File: src/rtl/brd_pkg.sv
// Package for the Bayer replication demosaic unit.
// Holds the word types, register indexes and the plane helper functions.
// No dependencies.
`timescale 1ns / 1ps

package brd_pkg;

   // Widths fixed by the register map and the word layout
   localparam int CFG_W   = 13;
   localparam int DEPTH_W = 5;
   localparam int ORDER_W = 2;
   localparam int CSR_IDX_W = 2;
   localparam int RAW_W   = 16;

   // Register indexes of the configuration port
   localparam logic [CSR_IDX_W-1:0] CSR_IMAGE_WIDTH  = 2'd0;
   localparam logic [CSR_IDX_W-1:0] CSR_IMAGE_HEIGHT = 2'd1;
   localparam logic [CSR_IDX_W-1:0] CSR_BIT_DEPTH    = 2'd2;
   localparam logic [CSR_IDX_W-1:0] CSR_MOSAIC_ORDER = 2'd3;

   // Reset values of the registers
   localparam logic [CFG_W-1:0]   RESET_WIDTH  = 13'd4096;
   localparam logic [CFG_W-1:0]   RESET_HEIGHT = 13'd4096;
   localparam logic [DEPTH_W-1:0] RESET_DEPTH  = 5'd8;
   localparam logic [ORDER_W-1:0] RESET_ORDER  = 2'd0;

   // Depth at which no shift is needed
   localparam logic [DEPTH_W-1:0] BYTE_DEPTH = 5'd8;

   typedef struct packed {
      logic [RAW_W-1:0] raw_pixel;
      logic             frame_start;
   } req_type;

   typedef struct packed {
      logic [7:0] first_byte;
      logic [7:0] green_byte;
      logic [7:0] third_byte;
      logic       last_of_frame;
   } rsp_type;

   // Position flags of one pixel, passed from the counters to the plane logic
   typedef struct packed {
      logic x_odd;
      logic y_odd;
      logic x_zero;
      logic y_zero;
      logic last;
   } pos_type;

   // Value of a plane whose anchors sit at column parity pc and row parity pr.
   // An anchor left of column 0 or above row 0 was never written, so it reads 0.
   function automatic logic [RAW_W-1:0] anchor_value(
      input pos_type          pos,
      input logic             pc,
      input logic             pr,
      input logic [RAW_W-1:0] here,
      input logic [RAW_W-1:0] above,
      input logic [RAW_W-1:0] left,
      input logic [RAW_W-1:0] above_left
   );
      logic back_col;
      logic back_row;
      logic [RAW_W-1:0] result;
      back_col = pos.x_odd != pc;
      back_row = pos.y_odd != pr;
      if ((back_col && pos.x_zero) || (back_row && pos.y_zero)) begin
         result = '0;
      end else if (!back_row) begin
         result = back_col ? left : here;
      end else begin
         result = back_col ? above_left : above;
      end
      return result;
   endfunction

   // Scale a raw sample down to a byte: shift right by depth minus eight, or not at all for a depth of eight or less
   function automatic logic [7:0] to_byte(
      input logic [RAW_W-1:0]   value,
      input logic [DEPTH_W-1:0] depth
   );
      logic [DEPTH_W-1:0] shift;
      logic [RAW_W-1:0]   shifted;
      shift   = (depth > BYTE_DEPTH) ? depth - BYTE_DEPTH : '0;
      shifted = value >> shift;
      return shifted[7:0];
   endfunction

endpackage

File: src/rtl/brd_position.sv
// Raster position counters of the demosaic unit.
// Gives the line buffer column and the position flags of each accepted word.
// Depends on brd_pkg.
`timescale 1ns / 1ps

module brd_position #(
   parameter int MAX_WIDTH = 4096
) (
   input  logic                         clock,
   input  logic                         reset,
   input  logic                         accept,
   input  logic                         frame_start,
   input  logic [brd_pkg::CFG_W-1:0]    image_width,
   input  logic [brd_pkg::CFG_W-1:0]    image_height,
   output logic [$clog2(MAX_WIDTH)-1:0] column,
   output brd_pkg::pos_type             pos
);
   import brd_pkg::*;

   localparam int AW = $clog2(MAX_WIDTH);
   localparam int LW = ($clog2(MAX_WIDTH + 1) > CFG_W) ? $clog2(MAX_WIDTH + 1) : CFG_W;
   localparam logic [LW-1:0] MAX_LIM = LW'(MAX_WIDTH);

   logic [AW-1:0]    column_ff, column_in;
   logic [CFG_W-1:0] row_ff, row_in;
   logic [AW-1:0]    x;
   logic [CFG_W-1:0] y;
   logic [LW-1:0]    w_eff, w_last;
   logic [CFG_W-1:0] h_eff, h_last;
   logic             row_end, frame_end;

   // Current position; a frame start puts the word at the origin
   assign x = frame_start ? '0 : column_ff;
   assign y = frame_start ? '0 : row_ff;

   // Effective frame size: zero counts as one, width clamped to the buffer
   always_comb begin
      w_eff = (image_width == '0) ? LW'(1) : LW'(image_width);
      if (w_eff > MAX_LIM) begin
         w_eff = MAX_LIM;
      end
      w_last = w_eff - LW'(1);
      h_eff  = (image_height == '0) ? CFG_W'(1) : image_height;
      h_last = h_eff - CFG_W'(1);
   end

   assign row_end   = LW'(x) >= w_last;
   assign frame_end = row_end && (y >= h_last);

   // Next position
   always_comb begin
      if (row_end) begin
         column_in = '0;
         row_in    = frame_end ? '0 : y + CFG_W'(1);
      end else begin
         column_in = x + AW'(1);
         row_in    = y;
      end
   end

   always_ff @(posedge clock) begin
      if (reset) begin
         column_ff <= '0;
         row_ff    <= '0;
      end else if (accept) begin
         column_ff <= column_in;
         row_ff    <= row_in;
      end
   end

   assign column     = x;
   assign pos.x_odd  = x[0];
   assign pos.y_odd  = y[0];
   assign pos.x_zero = (x == '0);
   assign pos.y_zero = (y == '0);
   assign pos.last   = frame_end;

endmodule

File: config.mk
export PLATFORM = sky130hd
export DESIGN_NAME = brd_position
export DESIGN_NICKNAME = d
export VERILOG_FILES = /design/src/rtl/brd_pkg.sv /design/src/rtl/brd_position.sv
export SDC_FILE = /design/constraint.sdc
export NUM_CORES = 1
export LEC_CHECK = 0
export BUFFER_PORTS_ARGS = -buffer_cell sky130_fd_sc_hd__buf_4
export CAP_MARGIN = 20
export CORE_MARGIN = 4
export CORE_UTILIZATION = 53
export DETAILED_ROUTE_END_ITERATION = 10
export PLACE_DENSITY = 0.79
export SKIP_CTS_REPAIR_TIMING = 1
export SYNTH_ARGS = -nofsm -noshare
export SYNTH_HDL_FRONTEND = slang
export SYNTH_SLANG_ARGS = --single-unit
File: constraint.sdc
create_clock -name clock -period 3.6 [get_ports clock]
set_input_delay 0.54 -clock clock [delete_from_list [all_inputs] [get_ports clock]]
set_output_delay 0.54 -clock clock [all_outputs]
set_load 0.03 [all_outputs]
# --- After elaboration in Yosys (flattened, before gate mapping) ---
# Cells that the tools add are included.
classes:
  add_sub_neg: 4
  n_mul: 0
  div_mod_pow: 0
  order_cmp: 3
  eq_ne: 0
  shift: 0
  muxes: 8
  n_bitwise: 0
  reduce_logical: 5
op_table:
  columns: ["op", "n"]
  rows:
  - ["13-bit 2-to-1 mux", 6]
  - ["13-bit logical NOT", 3]
  - ["13-bit by 1-bit subtractor with 13-bit output (second input constant)", 2]
  - ["12-bit 2-to-1 mux", 2]
  - ["13-bit by 1-bit adder with 13-bit output (second input constant)", 1]
  - ["12-bit by 13-bit >= comparator with 1-bit output", 1]
  - ["13-bit >= comparator", 1]
  - ["13-bit > comparator (second input constant)", 1]
  - ["12-bit by 1-bit adder with 12-bit output (second input constant)", 1]
  - ["12-bit logical NOT", 1]
  - ["1-bit logical AND", 1]
word_totals:
  ff_bits: 25
  latchBits: 0
  mem_bits_rw: 0
  rom_bits: 0
  in_bits: 30
  wordCells: 22
  n_memories: 0

# --- Depth between registers and ports, before layout ---
# Gate-level depths: netlist (run 1).
depth:
  word_depth: 9
  ltp_mapped: 17
  ltp_nobuf: 16

# --- Worst setup path before layout (run 1) ---
# Ideal clock, no wire load.
synth_timing:
  path_kind: "in2out"
  start: "input image_height[8] (netlist bit)"
  end: "output pos[0] (netlist bit)"
  t_arrival_ns: 3.332
  required_ns: 3.060
  setup_slack_ns: -0.272
  cell_stages: 16
  path_buffers: 1
  cell_sequence: "or4_1 > nor3_2 > a21oi_1 > ha_1 > nor3b_1 > nand2_1 > or2_2 > nor4_1 > xnor2_1 > ha_1 > a21o_1 > a21o_1 > a211o_1 > nor2_4 > nor2_2 > buf_4"
synth_between:
  elab_chain_len: 5
synth_rtl:
  columns: ["element", "line", "source"]
  rows:
  - ["from (decl)", "brd_position.sv:14", "input logic [brd_pkg::CFG_W-1:0] image_height,"]
  - ["13-bit logical NOT", "brd_position.sv:43", "h_eff = (image_height == '0) ? CFG_W'(1) : image_height;"]
  - ["13-bit 2-to-1 mux (*)", "brd_position.sv:43", null]
  - ["13-bit by 1-bit subtractor with 13-bit output (*)", "brd_position.sv:44", "h_last = h_eff - CFG_W'(1);"]
  - ["13-bit >= comparator (*)", "brd_position.sv:48", "assign frame_end = row_end && (y >= h_last);"]
  - ["1-bit logical AND (*)", "brd_position.sv:48", null]
  - ["to (decl)", "brd_position.sv:16", "output brd_pkg::pos_type pos"]
# Mark *: on every way between the ends. The rest lies on a longest branch, timed or not.

==> flow_summary.ini, run 1 <==
[routing]
wire_per_inst_um = 15.8
num_vias = 3361
ant_nets = 0
dr.pass1.iters = 5
routed_wl_um = 8680
drc = 0
drtIter0Drc = 196
viasPerCell = 6.11

[die]
die_w_um = 83.7
fp-row-count = 27
core-area_um2 = 5540
ios = 47
die_h_um = 83.7
dieArea_um2 = 7010
initial_core_util_pct = 54.8

[worst_setup_path]
worstReg2RegStart = row_ff[9]$_SDFFE_PP0P_
timing.rr.end = row_ff[9]$_SDFFE_PP0P_
critPathLaunchType = input port
cpPeakStageDelay_ns = 0.56
setup.worst_path.end_class = output pin
critPathTopFamily = simple AND/OR/NAND/NOR gates
ff2ff_setup_slack_ns = 1.03
path_class = input port to output pin
cpMostUsedCell = nor2_4
cp.required_ns = 3.06
slowest_stage = or4_4
cp_max_fo = 3
worstPathCellList = buf_6 -> or4_4 -> nor3_4 -> a21oi_2 -> ha_2 -> nor3b_4 -> nand2_1 -> or2_4 -> nor2_4 -> xnor2_2 -> ha_1 -> a21oi_1 -> a21oi_2 -> a211o_1 -> nor2_4 -> nor2_4 -> buf_6
worst-path-stages = 17
path_buf_inv = 2
reg2reg_depth = 9
cp.arrival_ns = 3.44

[clocking]
root_buffer = clkbuf_8
cts_buffers = 3
cts.sinks = 25
clk_path_buf_depth = 2
htreeDepth = 1
insertion_delay_ns = 0.28
tritoncts = yes
path_clk_slew_ns = 0.10

[placement]
place_congestion = 0.897
hpwl_um = 6670
pre_cts_slack_ns = -0.368
port_buffers = 46
place_inst = 545
placed_area_um2 = 3800

[power]
cellPowerDensity_nw_per_um2 = 166
p_leak_nw = 1.83
ir_worst_vdd_uv = 192

[logic_synthesis]
syn-cell-area_um2 = 3040
ys_seq_area_share_pct = 16.5
synth_area_leader_cell = dfxtp_1
synthArstFlopShare_pct = 0
synth_top_area_share_pct = 16.5
synth_edf_count = 0
synth_ff_type = dfxtp_1
yosys_register_bits = 25
syn_inst = 391
synthDistinctLibCells = 74
yosys_warnings = 0
synth_area_per_cell_um2 = 7.77
synth_fp_nets = 452
synth.area.top_cells = dfxtp_1 (16%), ha_1 (13%), nand2_1 (5.6%)

[sta]
slew_viol_final = 0
rsz0062_at_grt = true
post-route-period-util_pct = 110
worstMarginPinSlew_ns = 0.617
fin_hold_ws_ns = 0.497
skew_ns = 0.0106
hold_violations = 0
relSlewSlack_pct = 58.7
fin_ws_ns = -0.376
timing.final.crit_period_ns = 3.98
setup_violations = 8
setup_tns_ns = -0.861
max_clock_freq_mhz = 252

[global_routing]
first_global_vias = 3147
grt.total_usage_pct = 23.9
overflow = 0
grt_max_degree = 26
antenna_found_initial = 0
grt_pass1_wl_um = 14300

[job]
maxCapViolCount = 0

[worst_hold_path]
min-delay-start = column_ff[1]$_SDFFE_PP0P_
min_path_cells = 2
hold_end = column_ff[1]$_SDFFE_PP0P_
hold_class = register to register

[status]
violations = negative setup slack
outcome = complete, but fails checks

[layout]
fin_cells = 550
drive_above_1_share_pct = 31.4
fin_area_um2 = 3970
final_nets = 540
area_growth_pct = 30.6
diodes = 0
## metal layers
layer,track usage (%),vias up,share of wire [%]
met2,44.2,129,51
met1,29.1,1577,40
li1,-,1637,-
met4,5.12,0,2.2
met3,3.36,18,6.4
met5,0,-,0
## how the worst max path moves through the flow
| stage | startpoint | endpoint | slack, ns |
|---|---|---|---|
| floorplan | image_height[10] | pos[0] | -0.20 |
| detailed placement | image_height[10] | pos[0] | -0.37 |
| global placement | image_height[10] | pos[0] | -0.32 |
| finish | image_height[7] | pos[0] | -0.38 |
| global route | image_height[7] | pos[0] | -0.45 |
| CTS | image_height[10] | pos[0] | -0.38 |
## Yosys cell counts (6+ instances only)
cell,count
a211oi_1,7
o21ai_0,10
nand2_1,45
nand4_1,10
a21oi_1,11
a21o_1,6
xnor2_1,7
nand3_1,19
nor3_1,12
nor2_1,41
inv_1,17
ha_1,31
a22oi_1,6
mux2i_1,6
nor2b_1,14
dfxtp_1,25
o211ai_1,8
## power breakdown
part	total, mW	internal (mW)	switching (mW)
sequential	0.282	0.279	0.00330
clock	0.175	0.0776	0.0977
combinational	0.202	0.0933	0.108
## kinds of logic (layout without fill, tap and decap cells)
family                     after synthesis  after routing  share of synthesized area, %
xor gates and xnor gates                12             12                          3.46
and+or+nand+nor                        196            196                          36.9
DFF                                     25             25                          16.5
AOI/OAI and AO/OA                       88             88                          22.5
adders and majority gates               31             31                          12.8
muxes                                    8              8                          2.84
buffers and inverters                   31            118                          4.98
## registers in the layout (all words and copies together) (netlist names)
name	count
column_ff	12
row_ff	13
## cell type report
cell class | count | area, um^2
inverter | 18 | 67.6
fill | 423 | 1570
multi-input combinational | 335 | 2530
clock inverter | 1 | 5.00
sequential | 25 | 500
clock buffer | 3 | 41.3
timing repair buffer | 96 | 736
tap | 72 | 90.1
## cells in the final DEF, fill, tap and decap left out, types with 4 or more instances in the layout
| cell type | n |
|---|---|
| mux2i_1 | 6 |
| xor2_1 | 5 |
| and2_1 | 4 |
| nor2b_1 | 13 |
| a22oi_1 | 6 |
| o21ai_0 | 10 |
| ha_1 | 28 |
| nand3_1 | 16 |
| buf_4 | 92 |
| nor3_1 | 10 |
| xnor2_1 | 6 |
| a211oi_2 | 4 |
| buf_6 | 4 |
| a211oi_1 | 4 |
| nor2_1 | 39 |
| nand4_1 | 10 |
| a21oi_1 | 9 |
| nor3_2 | 4 |
| nor2_4 | 4 |
| nand2_1 | 45 |
| nand2b_1 | 5 |
| o211ai_1 | 8 |
| inv_1 | 17 |
| a31oi_1 | 4 |
| a21o_1 | 6 |
| dfxtp_1 | 25 |
| or3_1 | 4 |
## worst min-delay path: cells and delay by family (launching register included)
kind	cells	cell delay [ns]
DFF	1	0.34
AOI/OAI and AO/OA	1	0.05
and+or+nand+nor	1	0.07
## per-stage QoR
stage / power [mW] / utilization (%)
6_report: 0.659 / 71.6
5_1_grt: 0.692 / 71.6
2_1_floorplan: 0.389 / -
3_5_place_dp: 0.477 / 68.6
4_1_cts: 0.646 / 69.4
3_3_place_gp: 0.471 / 68.6
Power figures use the tool's default switching activity.
==> run 2, diff against run 1 <==
- CORE_UTILIZATION: 53 -> 55
- CTS_BUF_LIST: unset -> sky130_fd_sc_hd__clkbuf_2
- clock period: 3.6 -> 5 ns (I/O delays scaled with it)
==> run 2 against run 1 <==
Compared with the run above: the flow now finishes without violations; die area is 3.3% lower; total power decreased by 38%; critical path depth is the same; hold slack better by 0.0056 ns; register-to-register slack gained 1.1 ns; sequential share of layout area grew 1.9 points; utilization shrank 6.0 points; critical path type unchanged; largest cell class unchanged; highest routed layer unchanged.
==> flow_summary.ini, run 2 (synthesis gave the netlist of run 1 again) <==
[layout]
reg_top3 = row_ff x13, column_ff x12
drive_above_1_share_pct = 19.2
final_nets = 494
area_growth_pct = 13.2
mostFrequentLayoutCell = buf_4
fin_area_um2 = 3440
fill_cells = 473
diodes = 0
largest_register = row_ff
final_core_util_pct = 65.7
final_cell_mix = buf_4 (50), nand2_1 (45), nor2_1 (41)
largest_reg_flops = 13

[worst_setup_path]
timing.rr.end = row_ff[12]$_SDFFE_PP0P_
cp_max_fo = 5
critPathLaunchType = input port
worst-path-stages = 17
worstPathCellList = buf_4 -> or4_1 -> nor3_2 -> a21oi_1 -> ha_1 -> nor3b_1 -> nand2_1 -> or2_2 -> nor4_1 -> xnor2_1 -> ha_1 -> nand3_1 -> nor2_1 -> o221a_2 -> nor2_4 -> nor2_2 -> buf_4
critPathTopFamily = simple AND/OR/NAND/NOR gates
ff2ff_setup_slack_ns = 2.14
path_buf_inv = 2
path_class = input port to output pin
slowest_stage = nor3b_1
worstReg2RegStart = column_ff[6]$_SDFFE_PP0P_
cp.arrival_ns = 3.94
setup.worst_path.end_class = output pin
cp.required_ns = 4.25
cpPeakStageDelay_ns = 0.35
reg2reg_depth = 9

[placement]
place_congestion = 0.930
port_buffers = 46
hpwl_um = 6320
placed_area_um2 = 3420
pre_cts_slack_ns = 0.325

[sta]
setup_tns_ns = 0
setup_violations = 0
hold_violations = 0
post-route-period-util_pct = 93.9
worstMarginPinSlew_ns = 0.739
fin_ws_ns = 0.306
timing.final.crit_period_ns = 4.69
relSlewSlack_pct = 50.7
skew_ns = 0.0254
slew_viol_final = 0
rsz0062_at_grt = false
max_clock_freq_mhz = 213

[routing]
viasPerCell = 6.23
drtIter0Drc = 147
dr.pass1.iters = 4
routed_wl_um = 8010
drc = 0
ant_nets = 0
num_vias = 3126
wire_per_inst_um = 15.9

[clocking]
cts_buffers = 3
root_buffer = clkbuf_2
clk_path_buf_depth = 2
insertion_delay_ns = 0.38
htreeDepth = 1
cts.sinks = 25
path_clk_slew_ns = 0.28
tritoncts = yes

[worst_hold_path]
hold_end = column_ff[1]$_SDFFE_PP0P_
min-delay-start = column_ff[1]$_SDFFE_PP0P_
min_path_cells = 2
hold_class = register to register

[status]
outcome = completed

[power]
p_int_mw = 0.270
cellPowerDensity_nw_per_um2 = 119
ir_worst_vdd_uv = 113
p_leak_nw = 1.56
pwr-share-comb_pct = 29.0
seqPwrFrac_pct = 49.8
p_sw_share_pct = 34.0
p_clk_share_pct = 21.2
power_switching_mw = 0.139

[global_routing]
antenna_found_initial = 0
grt.total_usage_pct = 24.2
grt_pass1_wl_um = 13100
overflow = 0
first_global_vias = 2980
grt_max_degree = 26

[die]
fp-row-count = 26
core-area_um2 = 5240
die_w_um = 82.3
initial_core_util_pct = 58.0
die_h_um = 82.3
dieArea_um2 = 6780
ios = 47

[job]
maxCapViolCount = 0
==> run 2: per-layer routing <==
layer | wire [um] | vias up | track usage [%]
li1 | - | 1542 | -
met1 | 3400 | 1460 | 28.7
met2 | 4000 | 110 | 44.9
met3 | 463 | 14 | 2.17
met4 | 140 | 0 | 8.31
met5 | 0 | - | 0
==> run 2: worst max path at each step <==
stage / startpoint / to / slack (ns)
floorplan: image_height[8] / pos[0] / 0.71
global placement: image_height[7] / pos[0] / 0.44
detailed placement: image_height[8] / pos[0] / 0.32
CTS: image_height[7] / pos[0] / 0.32
global route: image_height[7] / pos[0] / 0.09
finish: image_height[7] / pos[0] / 0.31
==> run 2: layout make-up <==
cell class              count  area [um^2]  area share (%)
clock buffers               3         15.0           0.437
clock inverters             1         7.51           0.218
inverters                  18         67.6            1.96
multi-input cells         335         2390            69.4
flip-flops and latches     25          500            14.6
well taps                  70         87.6            2.55
repair buffers             50          375            10.9
==> run 2: power by group through the flow <==
stage               Sequential [mW]  Clock, mW  Combinational, mW
detailed placement            0.207          0              0.117
finish                        0.204     0.0869              0.119
global route                  0.204     0.0971              0.131
floorplan                     0.207          0             0.0719
CTS                           0.204     0.0908              0.118
global placement              0.207          0              0.113
==> run 2: worst min-delay path, delay by kind of cell (launching register included) <==
| family | cells | cell delay [ns] |
|---|---|---|
| simple gates | 1 | 0.06 |
| compound gates | 1 | 0.05 |
| flops | 1 | 0.39 |
==> run 2: stage by stage <==
stage | instances | total power [mW] | hold slack, ns
floorplan | 391 | 0.279 | 0.455
global placement | 498 | 0.321 | 0.471
detailed placement | 498 | 0.325 | 0.476
CTS | 502 | 0.413 | 0.505
global route | 502 | 0.432 | 0.525
finish | 502 | 0.409 | 0.503
