[src/rtl/brd_pkg.sv]
// Package for the Bayer replication demosaic unit.
// Holds the word types, register indexes and the plane helper functions.
// No dependencies.
`timescale 1ns / 1ps

package brd_pkg;

   // Widths fixed by the register map and the word layout
   localparam int CFG_W   = 13;
   localparam int DEPTH_W = 5;
   localparam int ORDER_W = 2;
   localparam int CSR_IDX_W = 2;
   localparam int RAW_W   = 16;

   // Register indexes of the configuration port
   localparam logic [CSR_IDX_W-1:0] CSR_IMAGE_WIDTH  = 2'd0;
   localparam logic [CSR_IDX_W-1:0] CSR_IMAGE_HEIGHT = 2'd1;
   localparam logic [CSR_IDX_W-1:0] CSR_BIT_DEPTH    = 2'd2;
   localparam logic [CSR_IDX_W-1:0] CSR_MOSAIC_ORDER = 2'd3;

   // Reset values of the registers
   localparam logic [CFG_W-1:0]   RESET_WIDTH  = 13'd4096;
   localparam logic [CFG_W-1:0]   RESET_HEIGHT = 13'd4096;
   localparam logic [DEPTH_W-1:0] RESET_DEPTH  = 5'd8;
   localparam logic [ORDER_W-1:0] RESET_ORDER  = 2'd0;

   // Depth at which no shift is needed
   localparam logic [DEPTH_W-1:0] BYTE_DEPTH = 5'd8;

   typedef struct packed {
      logic [RAW_W-1:0] raw_pixel;
      logic             frame_start;
   } req_type;

   typedef struct packed {
      logic [7:0] first_byte;
      logic [7:0] green_byte;
      logic [7:0] third_byte;
      logic       last_of_frame;
   } rsp_type;

   // Position flags of one pixel, passed from the counters to the plane logic
   typedef struct packed {
      logic x_odd;
      logic y_odd;
      logic x_zero;
      logic y_zero;
      logic last;
   } pos_type;

   // Value of a plane whose anchors sit at column parity pc and row parity pr.
   // An anchor left of column 0 or above row 0 was never written, so it reads 0.
   function automatic logic [RAW_W-1:0] anchor_value(
      input pos_type          pos,
      input logic             pc,
      input logic             pr,
      input logic [RAW_W-1:0] here,
      input logic [RAW_W-1:0] above,
      input logic [RAW_W-1:0] left,
      input logic [RAW_W-1:0] above_left
   );
      logic back_col;
      logic back_row;
      logic [RAW_W-1:0] result;
      back_col = pos.x_odd != pc;
      back_row = pos.y_odd != pr;
      if ((back_col && pos.x_zero) || (back_row && pos.y_zero)) begin
         result = '0;
      end else if (!back_row) begin
         result = back_col ? left : here;
      end else begin
         result = back_col ? above_left : above;
      end
      return result;
   endfunction

   // Scale a raw sample down to a byte: shift right by depth minus eight, or not at all for a depth of eight or less
   function automatic logic [7:0] to_byte(
      input logic [RAW_W-1:0]   value,
      input logic [DEPTH_W-1:0] depth
   );
      logic [DEPTH_W-1:0] shift;
      logic [RAW_W-1:0]   shifted;
      shift   = (depth > BYTE_DEPTH) ? depth - BYTE_DEPTH : '0;
      shifted = value >> shift;
      return shifted[7:0];
   endfunction

endpackage

[src/rtl/brd_plane_select.sv]
// Plane selection of the demosaic unit: picks the anchor of each colour plane,
// scales it to a byte and orders the bytes. Purely combinational.
// Depends on brd_pkg.
`timescale 1ns / 1ps

module brd_plane_select (
   input  brd_pkg::pos_type                pos,
   input  logic [brd_pkg::RAW_W-1:0]       here,
   input  logic [brd_pkg::RAW_W-1:0]       above,
   input  logic [brd_pkg::RAW_W-1:0]       left,
   input  logic [brd_pkg::RAW_W-1:0]       above_left,
   input  logic [brd_pkg::DEPTH_W-1:0]     bit_depth,
   input  logic [brd_pkg::ORDER_W-1:0]     mosaic_order,
   output brd_pkg::rsp_type                rsp
);
   import brd_pkg::*;

   logic             shifted_layout;
   logic [RAW_W-1:0] plane_a, plane_c, plane_g;
   logic [7:0]       byte_a, byte_c;

   // Orders 0 and 1 anchor plane A on even rows; orders 2 and 3 on odd rows
   assign shifted_layout = mosaic_order[1];

   always_comb begin
      if (!shifted_layout) begin
         plane_a = anchor_value(pos, 1'b0, 1'b0, here, above, left, above_left);
         plane_c = anchor_value(pos, 1'b1, 1'b1, here, above, left, above_left);
         plane_g = anchor_value(pos, ~pos.y_odd, pos.y_odd, here, above, left, above_left);
      end else begin
         plane_a = anchor_value(pos, 1'b0, 1'b1, here, above, left, above_left);
         plane_c = anchor_value(pos, 1'b1, 1'b0, here, above, left, above_left);
         plane_g = anchor_value(pos, pos.y_odd, pos.y_odd, here, above, left, above_left);
      end
   end

   assign byte_a = to_byte(plane_a, bit_depth);
   assign byte_c = to_byte(plane_c, bit_depth);

   // Orders 1 and 3 put plane C in the first byte
   always_comb begin
      rsp.first_byte    = mosaic_order[0] ? byte_c : byte_a;
      rsp.third_byte    = mosaic_order[0] ? byte_a : byte_c;
      rsp.green_byte    = to_byte(plane_g, bit_depth);
      rsp.last_of_frame = pos.last;
   end

endmodule

[config.mk]
export PLATFORM = sky130hd
export DESIGN_NAME = brd_plane_select
export DESIGN_NICKNAME = d
export VERILOG_FILES = /design/src/rtl/brd_pkg.sv /design/src/rtl/brd_plane_select.sv
export SDC_FILE = /design/constraint.sdc
export NUM_CORES = 1
export LEC_CHECK = 0
export BUFFER_PORTS_ARGS = -buffer_cell sky130_fd_sc_hd__buf_4
export CORE_ASPECT_RATIO = 0.7
export CORE_MARGIN = 5
export CORE_UTILIZATION = 35
export DETAILED_ROUTE_END_ITERATION = 10
export PLACE_DENSITY = 0.65
export RECOVER_POWER = 25
export SLEW_MARGIN = 10
export SYNTH_ARGS = -nofsm -noshare
export SYNTH_HDL_FRONTEND = slang
export SYNTH_SLANG_ARGS = --single-unit
[constraint.sdc]
create_clock -name vclk -period 2.4
set_input_delay 0 -clock vclk [all_inputs]
set_output_delay 0 -clock vclk [all_outputs]
set_load 0.05 [all_outputs]
# Word-level counts from Yosys, hierarchy flattened
# Index checks and enable logic that the tools add are counted.
[totals]
out_inout_bits = 25
word_cells = 41
input_bits = 76
regBits = 0
[classes]
shifts = 3
magnitude_cmp = 1
n_reduce_logical = 10
addsub = 1
bitwise = 2
eq_ne = 2
mux = 22
[op_table]
columns = ["op", "n"]
rows = [
  ["$mux 16", 19],
  ["$shr 16x5->8", 3],
  ["$mux 8", 2],
  ["$logic_and 1x1->1", 6],
  ["$gt 5x4->1 const B", 1],
  ["$mux 5", 1],
  ["$sub 5x4->5 const B", 1],
  ["$logic_or 1x1->1", 4],
  ["$ne 1x1->1", 2],
  ["$not 1->1", 2],
]

# Longest topological paths before layout
# Gate-level depths: netlist (run 1).
[depth]
depth_word = 7
mapped_depth = 11
ltp_nobuf = 7

# Least setup slack after synthesis (run 1)
# OpenSTA, ideal clock, no wires.
[synth_path]
path_kind = "input to output"
from = "input pos[3] in the netlist's numbering"
to = "output rsp[17] in the netlist's numbering"
cell_stages = 8
n_path_buf = 1
t_required_ns = 2.400
t_arrival_ns = 2.388
slack_ns = 0.012
path_cell_list = "xor2_2 or3_1 buf_2 o22a_1 a21oi_1 nor2_1 o32a_1 a32oi_1"
[synth_lines]
columns = ["item", "line_no", "rtl"]
rows = [
  ["start: declaration", "brd_plane_select.sv:7", "input brd_pkg::pos_type pos,"],
  ["end: declaration", "brd_plane_select.sv:14", "output brd_pkg::rsp_type rsp"],
]

==> run metrics, run 1 <==
Critical Path Fanout Max 19; leftover overflow at the end of global routing 0; required time of the critical path 2.40 ns; wire length of the first global-routing pass 33200 um; number of violations reported at the end of detailed-routing iteration 0 577; Final Cycle Share 0.975; global routing usage summed across all routing layers 0.319; layout sequential cell count 0; worst min-delay path category input pin to output port; number of failing setup endpoints in the final timing report 0; run status completed; residual DRC count 0; setup repair after global routing missed its margin false; critical path's most frequent cell buf_4; share of cells above drive strength 1 0.389; fin worst setup slack 0.0609 ns; Placed Cells incl. Taps 889; critical path data arrival time 2.34 ns; Avg Synthesized Cell Area 6.64 um^2; layout clock buffer count 0; Slew Viols, Final 0; Min Hold Slack 0.0000653 ns; Port-buffer cells 99; number of search-and-repair iterations in the first detailed-routing pass 6; sequential standard cell area 0 um^2; worst-case headroom to the max-slew limit 0.623; slowest stage cell on the critical path xor3_2; clock period minus worst slack 2.34 ns; Syn Inst Count 571; largest incremental delay on the critical path 0.51 ns; Max Cap Violations 0; fmax 428 MHz; Pwr Total 1.93 mW; Post-Layout Cell Count 892; Worst Hold End rsp[0]; CP Capture Type output port; die span in y 97.1 um; number of vias per cell after detailed routing 6.50; number of vias after detailed routing 5794; final estimated routing congestion in global placement 1.03; largest net degree at the start of global routing 24; Ys Warns 0; Initial Utilization 0.362; worst IR drop on VDD 233 uV; startpoint type of the worst setup path input pin; antenna violations before repair 0; final core area utilization 0.551; cell chain of the critical path buf_4 > buf_4 > xor3_2 > buf_12 > mux2_2 > nor2_1 > a21oi_1 > mux2i_1 > o22ai_1 > a311o_1 > buf_4; number of top-level pins 101; post-synthesis to final-layout area growth 52.3%; antenna cell count 0; Post-Place Worst Slack -0.230 ns; cell leakage power 2.57 nW; Layout fillers 995; average wire per standard cell 25.0 um; origin of the worst min-delay path pos[0]; cell area power density 334 nW/um^2; die extent in x 134 um; full die area 13000 um^2; number of endpoints with negative hold slack in the final report 0; remaining number of nets flagged by the antenna check after routing 0; detailed-route wire length 22300 um; via count of the first global-routing pass 5455; slew at the pin closest to its max-slew limit 0.563 ns; area of the core 10500 um^2; part of the Yosys area used for sequential elements 0; NumNets Final 838; Post-Syn Nets 647; placement row count 31; Cell variety after synth 75; most frequent cells in the layout 227 x buf_4, 68 x mux2i_1, 66 x nand2_1, 39 x nor2_1, 39 x a21oi_1; number of cells traversed by the worst hold path 0; detailed placer's ending HPWL 18500 um; Netlist Area Pre-Place 3790 um^2; commonest non-fill, non-tap cell in the layout buf_4; worst setup path category input pin to output port
## cells in the mapped netlist, types with 3 or more instances
cell type	number	area, um^2
mux2i_1	70	701
nand2_1	66	248
a21oi_1	43	215
nor2_1	41	154
nor3_1	33	165
clkbuf_1	23	86.3
o21ai_0	20	100
a211oi_1	19	143
buf_2	16	80.1
mux2_2	15	169
nand2b_1	13	81.3
nor2b_1	13	81.3
o21ai_1	13	65.1
o22ai_1	13	81.3
o221ai_1	11	96.3
nor4_1	10	62.6
o211ai_1	9	67.6
a22oi_1	8	60.1
o22a_1	8	70.1
buf_4	6	45.0
nand3b_1	6	45.0
o21a_1	6	45.0
inv_1	5	18.8
nand3_1	5	25.0
nand4_1	5	31.3
o31ai_1	5	37.5
or3b_1	5	43.8
a31o_1	4	35.0
a31oi_1	4	25.0
a32oi_1	4	35.0
and2_1	4	25.0
o311ai_0	4	35.0
o32a_1	4	40.0
a221oi_1	3	26.3
buf_1	3	11.3
buf_6	3	33.8
## how the worst max path moves through the flow
| stage | slack [ns] | from | end |
|---|---|---|---|
| after floorplan | 0.01 | pos[3] | rsp[17] |
| after global placement | -0.20 | pos[3] | rsp[5] |
| after detailed placement | -0.23 | pos[3] | rsp[5] |
| after CTS | 0.006 | pos[4] | rsp[12] |
| after global routing | 0.006 | pos[3] | rsp[24] |
| final | 0.06 | mosaic_order[1] | rsp[12] |
## through the flow
step,setup TNS [ns],instance area [um^2]
final,0,5770
after global routing,0,5770
after CTS,0,5610
after detailed placement,-1.00,5580
after global placement,-0.935,5580
after floorplan,0,3790
## critical path, delay by kind of cell
family	cells	cell delay [ns]
buffers and inverters	4	0.64
xor gates and xnor gates	1	0.51
and+or+nand+nor	1	0.10
AOI/OAI and AO/OA	3	0.47
muxes	2	0.59
## power breakdown
| part | total, mW | switching, mW | internal [mW] |
|---|---|---|---|
| sequential | 0 | 0 | 0 |
| clock | 0 | 0 | 0 |
| combinational | 1.93 | 1.13 | 0.796 |
## layer usage
metal	GRT usage	vias to the layer above	routed length, um	part of all wire
met5	0	-	0	0
met4	0.0642	0	537	0.024
met3	0.0699	39	2460	0.11
met2	0.454	410	9000	0.40
met1	0.486	2737	10300	0.46
li1	-	2608	-	-
## timing repair
item	CTS	global route
pin swaps	0	3
gates resized for setup	6	32
cloned	0	0
setup buffers	0	3
hold buffers	0	0
endpoints found under the setup margin	8	23
## final cells by class
| class | count | area, um^2 | share of cell area |
|---|---|---|---|
| timing repair buffer | 240 | 1910 | 0.331 |
| inverter | 7 | 26.3 | 0.00455 |
| tap | 132 | 165 | 0.0286 |
| multi-input combinational | 513 | 3670 | 0.636 |
## cells by family (layout without fill, tap and decap cells)
family / count (synthesis) / after routing / synth area share
xor gates and xnor gates: 3 / 3 / 0.0132
muxes: 86 / 86 / 0.236
and+or+nand+nor: 217 / 217 / 0.286
adders and majority gates: 1 / 1 / 0.00297
AOI/OAI and AO/OA: 206 / 206 / 0.387
buffers and inverters: 58 / 247 / 0.0746
No activity file was read; power rests on OpenSTA's default activity.
==> run 2, diff against run 1 <==
--- a/config.mk
+++ b/config.mk
@@ -10,7 +10,7 @@
 export CORE_MARGIN = 5
 export CORE_UTILIZATION = 35
 export DETAILED_ROUTE_END_ITERATION = 10
-export PLACE_DENSITY = 0.65
+export PLACE_DENSITY_LB_ADDON = 0.3
 export RECOVER_POWER = 25
 export SLEW_MARGIN = 10
 export SYNTH_ARGS = -nofsm -noshare
==> run 2 against run 1 <==
Compared with the run above:
- sequential cell count did not move
- critical path depth did not move
- largest power group unchanged
- worst hold slack barely moved
- largest cell class unchanged
- sequential share of layout area did not move
- total power rose by 0.63%
- routed wire length fell by 5.7%
==> run metrics, run 2 (same netlist as run 1, synthesis figures left out) <==
clock period minus worst slack 2.38 ns; sequential standard cell area 0 um^2; count of cell instances traversed by the critical path 11; Top Family by Delay on Critical Path buffers and inverters; detailed placer's ending HPWL 17300 um; leftover overflow at the end of global routing 0; cell leakage power 2.52 nW; antenna violations before repair 0; Port-buffer cells 99; global routing usage summed across all routing layers 0.294; Slew Viols, Final 0; Layout fillers 1052; run status completed; sequential power share 0; placement row count 31; CP Capture Type output port; die extent in x 134 um; area of the core 10500 um^2; wire length of the first global-routing pass 30800 um; residual DRC count 0; highest-utilization routing layer at the global route stage met1; met1 Track Usage GR 0.448; worst setup path category input pin to output port; Final Cycle Share 0.990; layout clock buffer count 0; share of cells above drive strength 1 0.409; final estimated routing congestion in global placement 1.02; critical path data arrival time 2.38 ns; number of cells traversed by the worst hold path 0; detailed-route wire length 21000 um; required time of the critical path 2.40 ns; post-synthesis to final-layout area growth 53.9%; Initial Utilization 0.362; full die area 13000 um^2; Min Hold Slack 0.000416 ns; Critical Path Fanout Max 8; proportion of power drawn by combinational gates 1.000; global routing met3 resource utilization 0.0595; slowest stage cell on the critical path xor3_4; Pwr Total 1.94 mW; net switching fraction of the power 0.580; commonest non-fill, non-tap cell in the layout buf_4; largest net degree at the start of global routing 21; met2 capacity usage during global routing 0.431; largest incremental delay on the critical path 0.57 ns; number of violations reported at the end of detailed-routing iteration 0 671; area occupied by multi-input gates 3810 um^2; portion of total power attributed to the clock network 0; Worst Path Buf+Inv 4; antenna cell count 0; internal cell power 0.814 mW; cell area power density 332 nW/um^2; Placed Cells incl. Taps 875; number of vias after detailed routing 5694; number of vias per cell after detailed routing 6.49; NumNets Final 824; final core area utilization 0.557; average wire per standard cell 23.9 um; Post-Place Worst Slack -0.115 ns; Post-Layout Cell Count 878; fin worst setup slack 0.0244 ns; most frequent cells in the layout 209 x buf_4, 66 x nand2_1, 63 x mux2i_1, 38 x nor2_1, 33 x a21oi_1; startpoint type of the worst setup path input pin; layout sequential cell count 0; number of search-and-repair iterations in the first detailed-routing pass 5; worst IR drop on VDD 144 uV; worst min-delay path category input pin to output port; number of failing setup endpoints in the final timing report 0; remaining number of nets flagged by the antenna check after routing 0; number of top-level pins 101; Max Cap Violations 0; slew at the pin closest to its max-slew limit 0.586 ns; number of endpoints with negative hold slack in the final report 0; fmax 421 MHz; cell chain of the critical path buf_4 > buf_6 > xor3_4 > buf_12 > mux2_4 > nor2_4 > a21oi_2 > mux2i_1 > o22ai_1 > a311o_1 > buf_6; critical path's most frequent cell buf_6; via count of the first global-routing pass 5241; die span in y 97.1 um; net switching power 1.13 mW; worst-case headroom to the max-slew limit 0.606
==> run 2: cell types whose count changed in the layout (fill, tap and decap cells not counted), moves of 3 or more <==
cell,change
a211oi_2,+3
buf_4,-18
nor3_2,+4
mux2i_4,+4
nor3_1,-4
a21oi_2,+6
buf_6,+3
a21oi_1,-6
mux2i_1,-5
==> run 2: path summary, 6_finish.rpt <==
| path | startpoint | endpoint | slack, ns |
|---|---|---|---|
| min | pos[0] | rsp[0] | 0.0004 |
| max | pos[3] | rsp[12] | 0.02 |
==> run 2: metrics by stage <==
step                      area [um^2]  TNS (ns)
after global placement           5460    -0.321
after floorplan                  3790         0
final                            5830         0
after detailed placement         5460    -0.308
after CTS                        5490         0
after global routing             5830   -0.0295
==> run 2: what timing repair did <==
action / in CTS / in global routing
endpoints found under the setup margin: 6 / 24
hold buffers: 0 / 0
pin swaps: 0 / 8
setup buffers: 0 / 2
cloned: 0 / 1
resized for setup: 6 / 66
==> run 2: layout make-up <==
cell class         count  share of cell area
multi-input cells    513               0.653
repair buffers       226               0.315
well taps            132              0.0283
inverters              7             0.00450
==> run 2: routing by layer <==
layer  vias up  share of wire
met2       362           0.41
met3        32           0.11
met5         -              0
li1       2594              -
met1      2706           0.46
met4         0          0.016
==> run 2: power by group through the flow <==
stage	clock network [mW]	logic [mW]	registers [mW]
6_report	0	1.94	0
2_1_floorplan	0	1.00	0
5_1_grt	0	2.03	0
3_3_place_gp	0	1.74	0
3_5_place_dp	0	1.74	0
4_1_cts	0	1.76	0
==> run 3, diff against run 2 <==
--- a/config.mk
+++ b/config.mk
@@ -10,8 +10,8 @@
 export CORE_MARGIN = 5
 export CORE_UTILIZATION = 35
 export DETAILED_ROUTE_END_ITERATION = 10
-export PLACE_DENSITY_LB_ADDON = 0.3
 export RECOVER_POWER = 25
+export REMOVE_ABC_BUFFERS = 1
 export SLEW_MARGIN = 10
 export SYNTH_ARGS = -nofsm -noshare
 export SYNTH_HDL_FRONTEND = slang
==> run 3 against run 2 <==
Compared with the run above:
- the run now ends with setup timing left
- clock-buffer cell count stayed put
- die area unchanged
- sequential share of layout area is the same
==> run metrics, run 3 (same netlist as run 1, synthesis figures left out) <==
sequential power share 0; detailed placer's ending HPWL 18300 um; worst-case headroom to the max-slew limit 0.545; full die area 13000 um^2; net switching fraction of the power 0.575; share of cells above drive strength 1 0.477; CP Capture Type output port; number of failing setup endpoints in the final timing report 4; fin worst setup slack -0.0514 ns; failing checks setup timing; proportion of power drawn by combinational gates 1.000; remaining number of nets flagged by the antenna check after routing 0; Post-Place Worst Slack -0.205 ns; number of vias per cell after detailed routing 6.59; layout sequential cell count 0; slew at the pin closest to its max-slew limit 0.679 ns; area of the core 10500 um^2; number of violations reported at the end of detailed-routing iteration 0 715; internal cell power 0.888 mW; number of search-and-repair iterations in the first detailed-routing pass 6; via count of the first global-routing pass 5694; Final Cycle Share 1.02; leftover overflow at the end of global routing 0; Initial Utilization 0.362; Slew Viols, Final 0; number of vias after detailed routing 6013; average wire per standard cell 24.8 um; commonest non-fill, non-tap cell in the layout buf_4; detailed-route wire length 22600 um; critical path data arrival time 2.45 ns; layout clock buffer count 0; Min Hold Slack 0.000109 ns; most frequent cells in the layout 234 x buf_4, 66 x nand2_1, 57 x mux2i_1, 33 x nor2_1, 33 x a21oi_1; residual DRC count 0; largest net degree at the start of global routing 26; run status finished, violations left; Max Cap Violations 0; Port-buffer cells 99; worst min-delay path category input pin to output port; setup_tns -0.123 ns; global routing usage summed across all routing layers 0.320; NumNets Final 858; placement row count 31; sequential standard cell area 0 um^2; die extent in x 134 um; number of top-level pins 101; wire length of the first global-routing pass 33100 um; cell area power density 332 nW/um^2; startpoint type of the worst setup path input pin; final estimated routing congestion in global placement 1.00; worst IR drop on VDD 149 uV; post-synthesis to final-layout area growth 66.1%; antenna cell count 0; cell leakage power 2.71 nW; portion of total power attributed to the clock network 0; setup repair after global routing missed its margin true; antenna violations before repair 0; Post-Layout Cell Count 912; fmax 408 MHz; worst setup path category input pin to output port; die span in y 97.1 um; Critical Path Fanout Max 7; Placed Cells incl. Taps 900; required time of the critical path 2.40 ns; clock period minus worst slack 2.45 ns; number of cells traversed by the worst hold path 0; net switching power 1.20 mW; number of endpoints with negative hold slack in the final report 0
run 3: worst max-delay path: stages:
cell	delay (ns)
buf_4	0.13
buf_6	0.13
xor3_2	0.60
buf_6	0.16
mux2_2	0.38
nor2_1	0.17
a21oi_2	0.07
mux2i_1	0.20
nor2_1	0.08
a311o_1	0.35
buf_6	0.17
run 3: area by class of cell:
cell class	count	area, um^2
inverter	7	26.3
fill	973	4180
tap	132	165
multi-input combinational	513	4000
timing repair buffer	260	2100
run 3: per-layer routing:
| layer | vias up | GRT usage | part of all wire | routed length [um] |
|---|---|---|---|---|
| li1 | 2658 | - | - | - |
| met1 | 2838 | 0.447 | 0.42 | 9390 |
| met2 | 444 | 0.468 | 0.41 | 9350 |
| met3 | 73 | 0.0947 | 0.13 | 2970 |
| met4 | 0 | 0.102 | 0.039 | 884 |
| met5 | - | 0 | 0 | 0 |
run 3: power groups by stage:
stage	sequential (mW)	clock, mW	combinational [mW]
2_1_floorplan	0	0	0.925
6_report	0	0	2.09
5_1_grt	0	0	2.18
3_5_place_dp	0	0	1.81
4_1_cts	0	0	1.88
3_3_place_gp	0	0	1.81
run 3: through the flow:
stage	total power [mW]	cell area (um^2)	util
5_1_grt	2.18	6290	0.601
6_report	2.09	6290	0.601
2_1_floorplan	0.925	3530	-
3_3_place_gp	1.81	5640	0.538
3_5_place_dp	1.81	5640	0.538
4_1_cts	1.88	5870	0.561
run 3: timing repair:
item,CTS,global route
gates resized for setup,39,90
endpoints found under the setup margin,17,24
pin swaps,6,20
hold buffers,0,0
setup buffers,9,6
run 3: path summary, 6_finish.rpt:
check	from	end	slack [ns]
setup / recovery	mosaic_order[1]	rsp[12]	-0.05
hold / removal	pos[0]	rsp[0]	0.0001
